### config.mk
export PLATFORM = sky130hd
export DESIGN_NAME = nearest_neighbor_fit_downscaler
export DESIGN_NICKNAME = d
export VERILOG_FILES = /design/src/design/nnfd_pkg.sv /design/src/design/nnfd_div.sv /design/src/design/nnfd_datapath.sv /design/src/design/nnfd_ctrl.sv /design/src/design/nearest_neighbor_fit_downscaler.sv
export SDC_FILE = /design/constraint.sdc
export NUM_CORES = 2
export LEC_CHECK = 0
export BUFFER_PORTS_ARGS = -buffer_cell sky130_fd_sc_hd__buf_2
export CORE_ASPECT_RATIO = 0.6
export CORE_MARGIN = 2
export CORE_UTILIZATION = 50
export CTS_BUF_LIST = sky130_fd_sc_hd__clkbuf_2 sky130_fd_sc_hd__clkbuf_4 sky130_fd_sc_hd__clkbuf_8
export CTS_CLUSTER_SIZE = 20
export DETAILED_ROUTE_END_ITERATION = 7
export GPL_ROUTABILITY_DRIVEN = 0
export PLACE_DENSITY = 0.72
export SLEW_MARGIN = 5
export SYNTH_ARGS = -nofsm -noshare
export SYNTH_HDL_FRONTEND = slang
export SYNTH_SLANG_ARGS = --single-unit
### constraint.sdc
create_clock -name i_clk -period 16.8 [get_ports i_clk]
set_input_delay 3.36 -clock i_clk [delete_from_list [all_inputs] [get_ports i_clk]]
set_output_delay 3.36 -clock i_clk [all_outputs]
set_load 0.1 [all_outputs]
### src/design/nnfd_pkg.sv
`timescale 1ns / 1ps
`default_nettype none

package nnfd_pkg;

    // field widths
    localparam int DimW     = 13;
    localparam int FnW      = 32;
    localparam int TsW      = 63;
    localparam int PixW     = 32;
    localparam int ProdW    = 2 * DimW;
    localparam int InDataW  = 160;
    localparam int OutDataW = 160;
    localparam int CfgIdxW  = 1;

    // input tdata layout
    localparam int InSwLo  = 0;
    localparam int InShLo  = InSwLo + DimW;
    localparam int InFnLo  = InShLo + DimW;
    localparam int InTsLo  = InFnLo + FnW;
    localparam int InPixLo = InTsLo + TsW;

    // output tdata layout
    localparam int OutOkBit = 0;
    localparam int OutDwLo  = 1;
    localparam int OutDhLo  = OutDwLo + DimW;
    localparam int OutFnLo  = OutDhLo + DimW;
    localparam int OutTsLo  = OutFnLo + FnW;
    localparam int OutPixLo = OutTsLo + TsW;
    localparam int OutUsedW = OutPixLo + PixW;

    // item codes
    localparam logic OpHeader   = 1'b0;
    localparam logic OpPixel    = 1'b1;
    localparam logic KindHeader = 1'b0;
    localparam logic KindPixel  = 1'b1;

    // configuration register indexes
    localparam logic [CfgIdxW-1:0] CfgBoxWidth  = 1'd0;
    localparam logic [CfgIdxW-1:0] CfgBoxHeight = 1'd1;

    localparam logic [DimW-1:0] BoxWidthReset  = 13'd640;
    localparam logic [DimW-1:0] BoxHeightReset = 13'd480;

    // shared multiplier operand selection
    localparam logic [1:0] MulBhDen = 2'd0;
    localparam logic [1:0] MulNumSh = 2'd1;
    localparam logic [1:0] MulSwNum = 2'd2;
    localparam logic [1:0] MulShNum = 2'd3;

    // divider job selection
    localparam logic [1:0] DivDstW  = 2'd0;
    localparam logic [1:0] DivDstH  = 2'd1;
    localparam logic [1:0] DivStepC = 2'd2;
    localparam logic [1:0] DivStepR = 2'd3;

    typedef struct packed {
        logic       hdr_latch;
        logic       pix_accept;
        logic [1:0] mul_sel;
        logic       cmp_first;
        logic       cmp_second;
        logic       div_start;
        logic [1:0] div_sel;
        logic       div_store;
        logic       emit_hdr;
    } t_dp_cmd;

    typedef struct packed {
        logic hdr_ok;
        logic div_done;
        logic out_free;
    } t_dp_status;

endpackage

`default_nettype wire

### src/design/nnfd_div.sv
`timescale 1ns / 1ps
`default_nettype none

module nnfd_div (
    input  wire logic                         i_clk,
    input  wire logic                         i_rst_n,
    input  wire logic                         i_start,
    input  wire logic [nnfd_pkg::ProdW-1:0]   i_dividend,
    input  wire logic [nnfd_pkg::DimW-1:0]    i_divisor,
    output logic                              o_done,
    output logic [nnfd_pkg::ProdW-1:0]        o_quotient,
    output logic [nnfd_pkg::DimW-1:0]         o_remainder
);

    localparam int CntW = $clog2(nnfd_pkg::ProdW + 1);
    localparam logic [CntW-1:0] Steps = CntW'(nnfd_pkg::ProdW);

    logic [CntW-1:0]              r_cnt, n_cnt;
    logic                         r_done, n_done;
    logic [nnfd_pkg::ProdW-1:0]   r_quo, n_quo;
    logic [nnfd_pkg::DimW-1:0]    r_rem, n_rem;
    logic [nnfd_pkg::DimW-1:0]    r_dvs, n_dvs;
    logic [nnfd_pkg::DimW:0]      trial;

    // one quotient bit per cycle, restoring
    always_comb begin
        n_cnt  = r_cnt;
        n_done = 1'b0;
        n_quo  = r_quo;
        n_rem  = r_rem;
        n_dvs  = r_dvs;
        trial  = {r_rem, r_quo[nnfd_pkg::ProdW-1]};
        if (i_start) begin
            n_cnt = Steps;
            n_quo = i_dividend;
            n_rem = '0;
            n_dvs = i_divisor;
        end else if (r_cnt != '0) begin
            n_cnt = r_cnt - CntW'(1);
            n_done = (r_cnt == CntW'(1));
            if (trial >= {1'b0, r_dvs}) begin
                n_rem = nnfd_pkg::DimW'(trial - {1'b0, r_dvs});
                n_quo = {r_quo[nnfd_pkg::ProdW-2:0], 1'b1};
            end else begin
                n_rem = trial[nnfd_pkg::DimW-1:0];
                n_quo = {r_quo[nnfd_pkg::ProdW-2:0], 1'b0};
            end
        end
    end

    always_ff @(posedge i_clk) begin
        if (!i_rst_n) begin
            r_cnt  <= '0;
            r_done <= 1'b0;
        end else begin
            r_cnt  <= n_cnt;
            r_done <= n_done;
        end
        r_quo <= n_quo;
        r_rem <= n_rem;
        r_dvs <= n_dvs;
    end

    assign o_done      = r_done;
    assign o_quotient  = r_quo;
    assign o_remainder = r_rem;

endmodule

`default_nettype wire

### src/design/nnfd_datapath.sv
`timescale 1ns / 1ps
`default_nettype none

module nnfd_datapath (
    input  wire logic                              i_clk,
    input  wire logic                              i_rst_n,
    input  wire nnfd_pkg::t_dp_cmd                 i_cmd,
    output nnfd_pkg::t_dp_status                   o_status,
    input  wire logic                              i_cfg_we,
    input  wire logic [nnfd_pkg::CfgIdxW-1:0]      i_cfg_idx,
    input  wire logic [nnfd_pkg::DimW-1:0]         i_cfg_data,
    input  wire logic [nnfd_pkg::InDataW-1:0]      i_in_data,
    input  wire logic                              i_out_ready,
    output logic                                   o_out_valid,
    output logic [nnfd_pkg::OutDataW-1:0]          o_out_data,
    output logic [1:0]                             o_out_user,
    output logic                                   o_out_last
);

    localparam int W  = nnfd_pkg::DimW;
    localparam int PW = nnfd_pkg::ProdW;

    // configuration
    logic [W-1:0] r_box_w, r_box_h;

    // header working registers
    logic                   r_ok;
    logic [nnfd_pkg::FnW-1:0] r_fn;
    logic [nnfd_pkg::TsW-1:0] r_ts;
    logic [W-1:0]           r_num, r_den;
    logic [PW-1:0]          r_prod;

    // frame state
    logic         r_active, n_active;
    logic [W-1:0] r_sw, r_sh, r_dw, r_dh;
    logic [W-1:0] r_sx, n_sx, r_sy, n_sy;
    logic [W-1:0] r_px, n_px, r_py, n_py;
    logic [W-1:0] r_cq, n_cq, r_cr, n_cr;
    logic [W-1:0] r_rq, n_rq, r_rr, n_rr;
    logic [W-1:0] r_scq, r_scr, r_srq, r_srr;

    // output register
    logic                            r_out_valid;
    logic [nnfd_pkg::OutDataW-1:0]   r_out_data;
    logic [1:0]                      r_out_user;
    logic                            r_out_last;

    logic [W-1:0]  in_sw, in_sh;
    logic [W-1:0]  mul_a, mul_b;
    logic [PW-1:0] mul_p;
    logic [PW-1:0] div_dividend;
    logic [W-1:0]  div_divisor;
    logic          div_done;
    logic [PW-1:0] div_quo;
    logic [W-1:0]  div_rem;
    logic [W-1:0]  div_q13;

    logic          row_hit, pix_hit, line_end, frame_end, out_free, pix_load;
    logic [W:0]    px_inc, py_inc, sx_inc, sy_inc, cr_sum, rr_sum;

    assign in_sw = i_in_data[nnfd_pkg::InSwLo +: W];
    assign in_sh = i_in_data[nnfd_pkg::InShLo +: W];

    // one shared 13x13 multiplier
    always_comb begin
        case (i_cmd.mul_sel)
            nnfd_pkg::MulBhDen: begin mul_a = r_box_h; mul_b = r_den; end
            nnfd_pkg::MulNumSh: begin mul_a = r_num;   mul_b = r_sh;  end
            nnfd_pkg::MulSwNum: begin mul_a = r_sw;    mul_b = r_num; end
            nnfd_pkg::MulShNum: begin mul_a = r_sh;    mul_b = r_num; end
            default:            begin mul_a = r_sw;    mul_b = r_num; end
        endcase
    end
    assign mul_p = PW'(mul_a) * PW'(mul_b);

    always_comb begin
        case (i_cmd.div_sel)
            nnfd_pkg::DivDstW:  begin div_dividend = mul_p;      div_divisor = r_den; end
            nnfd_pkg::DivDstH:  begin div_dividend = mul_p;      div_divisor = r_den; end
            nnfd_pkg::DivStepC: begin div_dividend = PW'(r_sw);  div_divisor = r_dw;  end
            nnfd_pkg::DivStepR: begin div_dividend = PW'(r_sh);  div_divisor = r_dh;  end
            default:            begin div_dividend = mul_p;      div_divisor = r_den; end
        endcase
    end

    nnfd_div u_div (
        .i_clk       (i_clk),
        .i_rst_n     (i_rst_n),
        .i_start     (i_cmd.div_start),
        .i_dividend  (div_dividend),
        .i_divisor   (div_divisor),
        .o_done      (div_done),
        .o_quotient  (div_quo),
        .o_remainder (div_rem)
    );

    // preview sizes and steps never exceed the source size
    assign div_q13 = div_quo[W-1:0];

    // pixel selection
    assign row_hit   = (r_sy == r_rq);
    assign pix_hit   = row_hit && (r_sx == r_cq) && (r_px < r_dw) && (r_py < r_dh);
    assign px_inc    = {1'b0, r_px} + (W+1)'(1);
    assign py_inc    = {1'b0, r_py} + (W+1)'(1);
    assign sx_inc    = {1'b0, r_sx} + (W+1)'(1);
    assign sy_inc    = {1'b0, r_sy} + (W+1)'(1);
    assign cr_sum    = {1'b0, r_cr} + {1'b0, r_scr};
    assign rr_sum    = {1'b0, r_rr} + {1'b0, r_srr};
    assign line_end  = (px_inc == {1'b0, r_dw});
    assign frame_end = line_end && (py_inc == {1'b0, r_dh});
    assign out_free  = !r_out_valid || i_out_ready;
    assign pix_load  = i_cmd.pix_accept && r_active && pix_hit;

    always_comb begin
        n_active = r_active;
        n_sx = r_sx;
        n_sy = r_sy;
        n_px = r_px;
        n_py = r_py;
        n_cq = r_cq;
        n_cr = r_cr;
        n_rq = r_rq;
        n_rr = r_rr;
        if (i_cmd.hdr_latch) begin
            // the frame in progress is abandoned
            n_active = 1'b0;
        end else if (i_cmd.emit_hdr) begin
            n_active = r_ok;
            n_sx = '0;
            n_sy = '0;
            n_px = '0;
            n_py = '0;
            n_cq = '0;
            n_cr = '0;
            n_rq = '0;
            n_rr = '0;
        end else if (i_cmd.pix_accept && r_active) begin
            if (pix_hit) begin
                n_px = px_inc[W-1:0];
                if (cr_sum >= {1'b0, r_dw}) begin
                    n_cr = W'(cr_sum - {1'b0, r_dw});
                    n_cq = r_cq + r_scq + W'(1);
                end else begin
                    n_cr = cr_sum[W-1:0];
                    n_cq = r_cq + r_scq;
                end
            end
            n_sx = sx_inc[W-1:0];
            if (sx_inc >= {1'b0, r_sw}) begin
                n_sx = '0;
                if (row_hit) begin
                    n_py = py_inc[W-1:0];
                    n_px = '0;
                    n_cq = '0;
                    n_cr = '0;
                    if (rr_sum >= {1'b0, r_dh}) begin
                        n_rr = W'(rr_sum - {1'b0, r_dh});
                        n_rq = r_rq + r_srq + W'(1);
                    end else begin
                        n_rr = rr_sum[W-1:0];
                        n_rq = r_rq + r_srq;
                    end
                end
                n_sy = sy_inc[W-1:0];
                if (sy_inc >= {1'b0, r_sh}) begin
                    n_active = 1'b0;
                end
            end
        end
    end

    always_ff @(posedge i_clk) begin
        if (!i_rst_n) begin
            r_box_w     <= nnfd_pkg::BoxWidthReset;
            r_box_h     <= nnfd_pkg::BoxHeightReset;
            r_active    <= 1'b0;
            r_out_valid <= 1'b0;
        end else begin
            if (i_cfg_we) begin
                case (i_cfg_idx)
                    nnfd_pkg::CfgBoxWidth:  r_box_w <= i_cfg_data;
                    nnfd_pkg::CfgBoxHeight: r_box_h <= i_cfg_data;
                    default: ;
                endcase
            end
            r_active <= n_active;
            if (i_cmd.emit_hdr || pix_load) begin
                r_out_valid <= 1'b1;
            end else if (i_out_ready) begin
                r_out_valid <= 1'b0;
            end
        end

        r_sx <= n_sx;
        r_sy <= n_sy;
        r_px <= n_px;
        r_py <= n_py;
        r_cq <= n_cq;
        r_cr <= n_cr;
        r_rq <= n_rq;
        r_rr <= n_rr;

        if (i_cmd.hdr_latch) begin
            r_sw <= in_sw;
            r_sh <= in_sh;
            r_fn <= i_in_data[nnfd_pkg::InFnLo +: nnfd_pkg::FnW];
            r_ts <= i_in_data[nnfd_pkg::InTsLo +: nnfd_pkg::TsW];
            r_ok <= (in_sw != '0) && (in_sh != '0) && (r_box_w != '0) && (r_box_h != '0);
            // width limit: scale is box_width / src_width or one
            if (r_box_w < in_sw) begin
                r_num <= r_box_w;
                r_den <= in_sw;
            end else begin
                r_num <= W'(1);
                r_den <= W'(1);
            end
        end
        if (i_cmd.cmp_first) begin
            r_prod <= mul_p;
        end
        // height limit: cross-multiplied compare box_height/src_height < num/den
        if (i_cmd.cmp_second && (r_prod < mul_p)) begin
            r_num <= r_box_h;
            r_den <= r_sh;
        end
        if (i_cmd.div_store && div_done) begin
            case (i_cmd.div_sel)
                nnfd_pkg::DivDstW:  r_dw <= (div_q13 == '0) ? W'(1) : div_q13;
                nnfd_pkg::DivDstH:  r_dh <= (div_q13 == '0) ? W'(1) : div_q13;
                nnfd_pkg::DivStepC: begin r_scq <= div_q13; r_scr <= div_rem; end
                nnfd_pkg::DivStepR: begin r_srq <= div_q13; r_srr <= div_rem; end
                default: ;
            endcase
        end

        if (i_cmd.emit_hdr) begin
            // pixel field and pad are zero in a header
            r_out_data <= {{(nnfd_pkg::OutDataW - nnfd_pkg::OutPixLo){1'b0}},
                           r_ts, r_fn,
                           r_ok ? r_dh : W'(0),
                           r_ok ? r_dw : W'(0),
                           r_ok};
            r_out_user <= {1'b0, nnfd_pkg::KindHeader};
            r_out_last <= 1'b0;
        end else if (pix_load) begin
            r_out_data <= {{(nnfd_pkg::OutDataW - nnfd_pkg::OutUsedW){1'b0}},
                           i_in_data[nnfd_pkg::InPixLo +: nnfd_pkg::PixW],
                           {nnfd_pkg::OutPixLo{1'b0}}};
            r_out_user <= {line_end, nnfd_pkg::KindPixel};
            r_out_last <= frame_end;
        end
    end

    always_comb begin
        o_status.hdr_ok   = r_ok;
        o_status.div_done = div_done;
        o_status.out_free = out_free;
    end

    assign o_out_valid = r_out_valid;
    assign o_out_data  = r_out_data;
    assign o_out_user  = r_out_user;
    assign o_out_last  = r_out_last;

endmodule

`default_nettype wire

### src/design/nnfd_ctrl.sv
`timescale 1ns / 1ps
`default_nettype none

module nnfd_ctrl (
    input  wire logic                  i_clk,
    input  wire logic                  i_rst_n,
    input  wire logic                  i_in_valid,
    input  wire logic                  i_in_op,
    output logic                       o_in_ready,
    input  wire nnfd_pkg::t_dp_status  i_status,
    output nnfd_pkg::t_dp_cmd          o_cmd
);

    localparam logic [3:0] ST_IDLE    = 4'd0;
    localparam logic [3:0] ST_CMP0    = 4'd1;
    localparam logic [3:0] ST_CMP1    = 4'd2;
    localparam logic [3:0] ST_DW_GO   = 4'd3;
    localparam logic [3:0] ST_DW_WAIT = 4'd4;
    localparam logic [3:0] ST_DH_GO   = 4'd5;
    localparam logic [3:0] ST_DH_WAIT = 4'd6;
    localparam logic [3:0] ST_SC_GO   = 4'd7;
    localparam logic [3:0] ST_SC_WAIT = 4'd8;
    localparam logic [3:0] ST_SR_GO   = 4'd9;
    localparam logic [3:0] ST_SR_WAIT = 4'd10;
    localparam logic [3:0] ST_DONE    = 4'd11;

    logic [3:0] r_state, n_state;
    logic       accept;

    assign o_in_ready = (r_state == ST_IDLE) && i_status.out_free;
    assign accept     = i_in_valid && o_in_ready;

    always_comb begin
        n_state          = r_state;
        o_cmd            = '0;
        o_cmd.mul_sel    = nnfd_pkg::MulSwNum;
        o_cmd.div_sel    = nnfd_pkg::DivDstW;
        case (r_state)
            ST_IDLE: begin
                if (accept) begin
                    if (i_in_op == nnfd_pkg::OpHeader) begin
                        o_cmd.hdr_latch = 1'b1;
                        n_state = ST_CMP0;
                    end else begin
                        o_cmd.pix_accept = 1'b1;
                    end
                end
            end
            ST_CMP0: begin
                o_cmd.mul_sel   = nnfd_pkg::MulBhDen;
                o_cmd.cmp_first = 1'b1;
                n_state = i_status.hdr_ok ? ST_CMP1 : ST_DONE;
            end
            ST_CMP1: begin
                o_cmd.mul_sel    = nnfd_pkg::MulNumSh;
                o_cmd.cmp_second = 1'b1;
                n_state = ST_DW_GO;
            end
            ST_DW_GO: begin
                o_cmd.mul_sel   = nnfd_pkg::MulSwNum;
                o_cmd.div_sel   = nnfd_pkg::DivDstW;
                o_cmd.div_start = 1'b1;
                n_state = ST_DW_WAIT;
            end
            ST_DW_WAIT: begin
                o_cmd.div_sel   = nnfd_pkg::DivDstW;
                o_cmd.div_store = 1'b1;
                if (i_status.div_done) n_state = ST_DH_GO;
            end
            ST_DH_GO: begin
                o_cmd.mul_sel   = nnfd_pkg::MulShNum;
                o_cmd.div_sel   = nnfd_pkg::DivDstH;
                o_cmd.div_start = 1'b1;
                n_state = ST_DH_WAIT;
            end
            ST_DH_WAIT: begin
                o_cmd.div_sel   = nnfd_pkg::DivDstH;
                o_cmd.div_store = 1'b1;
                if (i_status.div_done) n_state = ST_SC_GO;
            end
            ST_SC_GO: begin
                o_cmd.div_sel   = nnfd_pkg::DivStepC;
                o_cmd.div_start = 1'b1;
                n_state = ST_SC_WAIT;
            end
            ST_SC_WAIT: begin
                o_cmd.div_sel   = nnfd_pkg::DivStepC;
                o_cmd.div_store = 1'b1;
                if (i_status.div_done) n_state = ST_SR_GO;
            end
            ST_SR_GO: begin
                o_cmd.div_sel   = nnfd_pkg::DivStepR;
                o_cmd.div_start = 1'b1;
                n_state = ST_SR_WAIT;
            end
            ST_SR_WAIT: begin
                o_cmd.div_sel   = nnfd_pkg::DivStepR;
                o_cmd.div_store = 1'b1;
                if (i_status.div_done) n_state = ST_DONE;
            end
            ST_DONE: begin
                // header result waits for room in the output register
                if (i_status.out_free) begin
                    o_cmd.emit_hdr = 1'b1;
                    n_state = ST_IDLE;
                end
            end
            default: begin
                n_state = ST_IDLE;
            end
        endcase
    end

    always_ff @(posedge i_clk) begin
        if (!i_rst_n) begin
            r_state <= ST_IDLE;
        end else begin
            r_state <= n_state;
        end
    end

endmodule

`default_nettype wire

### src/design/nearest_neighbor_fit_downscaler.sv
// Nearest-neighbor preview downscaler.
// Slave stream s_axis carries frame headers (tuser = 0) and raster-order
// source pixels (tuser = 1). For each header the block fits the source size
// into the box_width x box_height box, keeping aspect and never upscaling,
// and sends one preview header on m_axis (tuser[0] = 0). Pixels that land on
// the nearest-neighbor grid go out as preview pixels (tuser[0] = 1) with
// tuser[1] marking the end of a preview row and tlast the end of the frame;
// all others are dropped without a result.
// Pixels: one request per cycle while idle and the output is free; result in the cycle after acceptance.
// Headers: two compare steps, four passes of the shared radix-2 divider
// (start, 26 steps, done; two preview sizes, two per-pixel step ratios)
// and the load of the output; an invalid header goes from the first
// compare straight to the load. s_axis_tready is low meanwhile.
// A single output register parts the two sides: a new pixel is taken in the
// same cycle that the waiting result is taken. When the receiver stalls,
// the result holds and s_axis_tready drops until it is taken.
// Reset: no frame active, output empty, box set to 640 x 480.
// Configuration writes are taken at once and are meant for idle periods.
`timescale 1ns / 1ps
`default_nettype none

module nearest_neighbor_fit_downscaler (
    input  wire logic                             i_clk,
    input  wire logic                             i_rst_n,
    input  wire logic                             i_cfg_we,
    input  wire logic [nnfd_pkg::CfgIdxW-1:0]     i_cfg_idx,
    input  wire logic [nnfd_pkg::DimW-1:0]        i_cfg_data,
    input  wire logic                             s_axis_tvalid,
    output logic                                  s_axis_tready,
    // src_width, src_height, frame_number, time_stamp, pixel_word, zero pad
    input  wire logic [nnfd_pkg::InDataW-1:0]     s_axis_tdata,
    // op
    input  wire logic                             s_axis_tuser,
    output logic                                  m_axis_tvalid,
    input  wire logic                             m_axis_tready,
    // frame_ok, dst_width, dst_height, out_frame_number, out_time_stamp,
    // out_pixel, zero pad
    output logic [nnfd_pkg::OutDataW-1:0]         m_axis_tdata,
    // kind, line_end
    output logic [1:0]                            m_axis_tuser,
    // frame_end
    output logic                                  m_axis_tlast
);

    nnfd_pkg::t_dp_cmd    cmd;
    nnfd_pkg::t_dp_status status;

    nnfd_ctrl u_ctrl (
        .i_clk      (i_clk),
        .i_rst_n    (i_rst_n),
        .i_in_valid (s_axis_tvalid),
        .i_in_op    (s_axis_tuser),
        .o_in_ready (s_axis_tready),
        .i_status   (status),
        .o_cmd      (cmd)
    );

    nnfd_datapath u_datapath (
        .i_clk       (i_clk),
        .i_rst_n     (i_rst_n),
        .i_cmd       (cmd),
        .o_status    (status),
        .i_cfg_we    (i_cfg_we),
        .i_cfg_idx   (i_cfg_idx),
        .i_cfg_data  (i_cfg_data),
        .i_in_data   (s_axis_tdata),
        .i_out_ready (m_axis_tready),
        .o_out_valid (m_axis_tvalid),
        .o_out_data  (m_axis_tdata),
        .o_out_user  (m_axis_tuser),
        .o_out_last  (m_axis_tlast)
    );

endmodule

`default_nettype wire
==> impl_metrics.csv <==
group,metric,value,unit
status,status,"complete, but fails checks",
status,violations,"design-rule violations",
synthesis,yosysSeqAreaShare,0.479,
drt,wirelength,94200,um
synthesis,ys_ff_latch,603,
worst_setup_path,worstReg2RegStart,"u_ctrl.r_state[0]",
cts,cts.sinks,603,
floorplan,die-width,350,um
global_routing,overflow,0,
floorplan,core-area,71500,um^2
place,dp_slack,6.46,ns
global_routing,met3_usage,0.0693,
synthesis,async_flop_share,0,
finish,final_common_cell,"edfxtp_1",
global_routing,grt_pass1_vias,25100,
worst_setup_path,cp_common_cell,"fa_1",
global_routing,grt_pass1_wl,145000,um
worst_setup_path,crit_type,"reg -> reg",
worst_setup_path,critPathSlowestCell,"dfxtp_1",
worst_setup_path,startpoint_type,"register",
floorplan,io_pins,345,
sta,skew,0.0641,ns
sta,finalCritPeriodShare,0.627,
finish,regArea,17200,um^2
cts,cts_tree,"built",
cts,cts_root_buf,"clkbuf_8",
drt,first_pass_iters,8,
sta,tightest_slew,1.26,ns
min_path,hold_path.class,"reg -> reg",
place,io_buffers,331,
cts,numCtsBuffers,90,
worst_setup_path,cpPeakStageDelay,0.75,ns
finish,layout_common_cells,"edfxtp_1 (517), nand2_1 (376), buf_2 (331)",
sta,max_freq,94.9,MHz
cts,htree_levels,3,
drt,drt_iter0_markers,3482,
drt,avgViaCountPerCell,5.58,
worst_setup_path,crit_end,"u_datapath.r_num[8]",
worst_setup_path,crit_path_start,"u_ctrl.r_state[0]",
worst_setup_path,r2r_end,"u_datapath.r_num[8]",
synthesis,synth-main-ff-cell,"edfxtp_1",
place,dpl.hpwl,69500,um
global_routing,grt.met2_usage,0.340,
global_routing,gr-usage-all-layers,0.254,
sta,fin_tns_setup,0,ns
synthesis,synth_edf_count,517,
cts,ctsHoldBuffers,0,
synthesis,ys_warn_count,0,
finish,fillerInstances,6143,
finish,areaGrowthSynthToFinish,12.3,%
worst_setup_path,critPathRequiredTime,17.12,ns
global_routing,grtUsageMet1,0.402,
drt,drcViolationCount,20,
floorplan,die_area,74200,um^2
sta,rsz0062_at_grt,"no",
global_routing,grt_max_degree,98,
synthesis,synthCells,3370,
sta,slew-limit-headroom,0.158,
flow_run,cap_violations,0,
synthesis,synth.avg_cell_area,10.7,um^2
floorplan,fp-row-count,76,
global_routing,gr-max-usage-layer,"met1",
drt,vias,26500,
sta,layout_setup_ws,6.26,ns
drt,routedWlPerCell,19.8,um
worst_setup_path,cp_max_fo,53,
cts,post_cts_buffers,0,
drt,ant_nets,0,
sta,hold_viol,0,
floorplan,start_util,0.503,
sta,slew_violations,0,
synthesis,yosysUniqueCellTypes,78,
sta,setup_viol,0,
global_routing,antenna_found_initial,3,
finish,drive_above_1_share,0.145,
cts,cts-resized-gates,0,
cts,path_clk_slew,0.07,ns
sta,min_period,10.54,ns
worst_setup_path,worstPathArrival,10.86,ns
cts,clockBufferDepth,3,
worst_setup_path,worstRegToRegCells,29,
finish,fin_nets,4264,
cts,clk_latency,0.72,ns
worst_setup_path,reg2reg_slack,6.26,ns
floorplan,die_h,212,um
finish,multiInputGateArea,17100,um^2
worst_setup_path,endpoint_kind,"register",
synthesis,synth_area,36000,um^2
synth_stat cells (all sizes together), types with 41 or more instances:
library cell	count	area [um^2]
fa	128	2560
xor2	81	709
dfxtp	86	1720
nor3	53	265
ha	258	3230
clkbuf	104	390
nand3	63	315
xnor2	131	1150
o21ai	149	746
nor2	253	950
and2	119	744
inv	315	1180
nand2	377	1420
a21o	58	435
a21oi	167	851
edfxtp	517	15500
nand4	41	257
and3	53	332
o21a	44	330
logic make-up after synthesis:
family                     share of synthesized area
muxes                                         0.0106
other                                       0.000104
DFF                                            0.479
adders and majority gates                      0.161
xor gates and xnor gates                      0.0516
buffers and inverters                         0.0481
and+or+nand+nor                                0.143
AOI/OAI and AO/OA                              0.107
critical path: cells and delay by family (launching register included):
kind,cells,cell delay (ns)
xor+xnor,1,0.20
compound gates,7,2.29
simple gates,11,2.75
flops,1,0.75
buf+inv,3,0.58
fa+ha+maj,7,3.49
cell type report:
type / count / share of cell area
repair buffers: 360 / 0.0463
inverters: 315 / 0.0292
multi-input cells: 2328 / 0.423
clock buffers: 130 / 0.0390
diodes: 1 / 0.0000619
clock inverters: 38 / 0.00588
well taps: 975 / 0.0302
flip-flops and latches: 603 / 0.426
flip-flops by register name (all words and copies together), names as in the netlist, 26 cells and up:
name,count
u_datapath.u_div.o_quotient,26
u_datapath.r_fn,32
u_datapath.o_out_data,154
u_datapath.r_prod,26
u_datapath.r_ts,63
metal layers:
| metal | routed length (um) | vias to the layer above | part of all wire |
|---|---|---|---|
| li1 | - | 12500 | - |
| met1 | 43800 | 12500 | 0.46 |
| met2 | 36600 | 1405 | 0.39 |
| met3 | 12000 | 127 | 0.13 |
| met4 | 1860 | 0 | 0.020 |
| met5 | 0 | - | 0 |
metrics by stage:
stage               std cells  hold slack (ns)  instance area [um^2]  utilization
CTS                      4749            0.453                 40400        0.566
finish                   4750            0.452                 40500        0.566
floorplan                3375            0.444                 36000            -
global placement         4581            0.438                 38600        0.540
global route             4750            0.474                 40500        0.566
detailed placement       4581            0.444                 38600        0.540
how the worst min path moves through the flow:
stage / cells after the start / to / from / slack [ns]
finish: 2 / u_datapath.o_out_data[148] / u_datapath.o_out_data[148] / 0.45
detailed placement: 2 / u_datapath.o_out_data[148] / u_datapath.o_out_data[148] / 0.44
CTS: 2 / u_datapath.o_out_data[148] / u_datapath.o_out_data[148] / 0.45
global route: 2 / u_datapath.o_out_data[146] / u_datapath.o_out_data[146] / 0.47
floorplan: 0 / u_datapath.r_scr[12] / u_datapath.u_div.o_remainder[12] / 0.44
global placement: 2 / u_datapath.o_out_data[141] / u_datapath.o_out_data[141] / 0.44
Power is left out: the tool's default activity adds up to more than one toggle a clock period on the data nets, which glitch-free logic cannot reach.
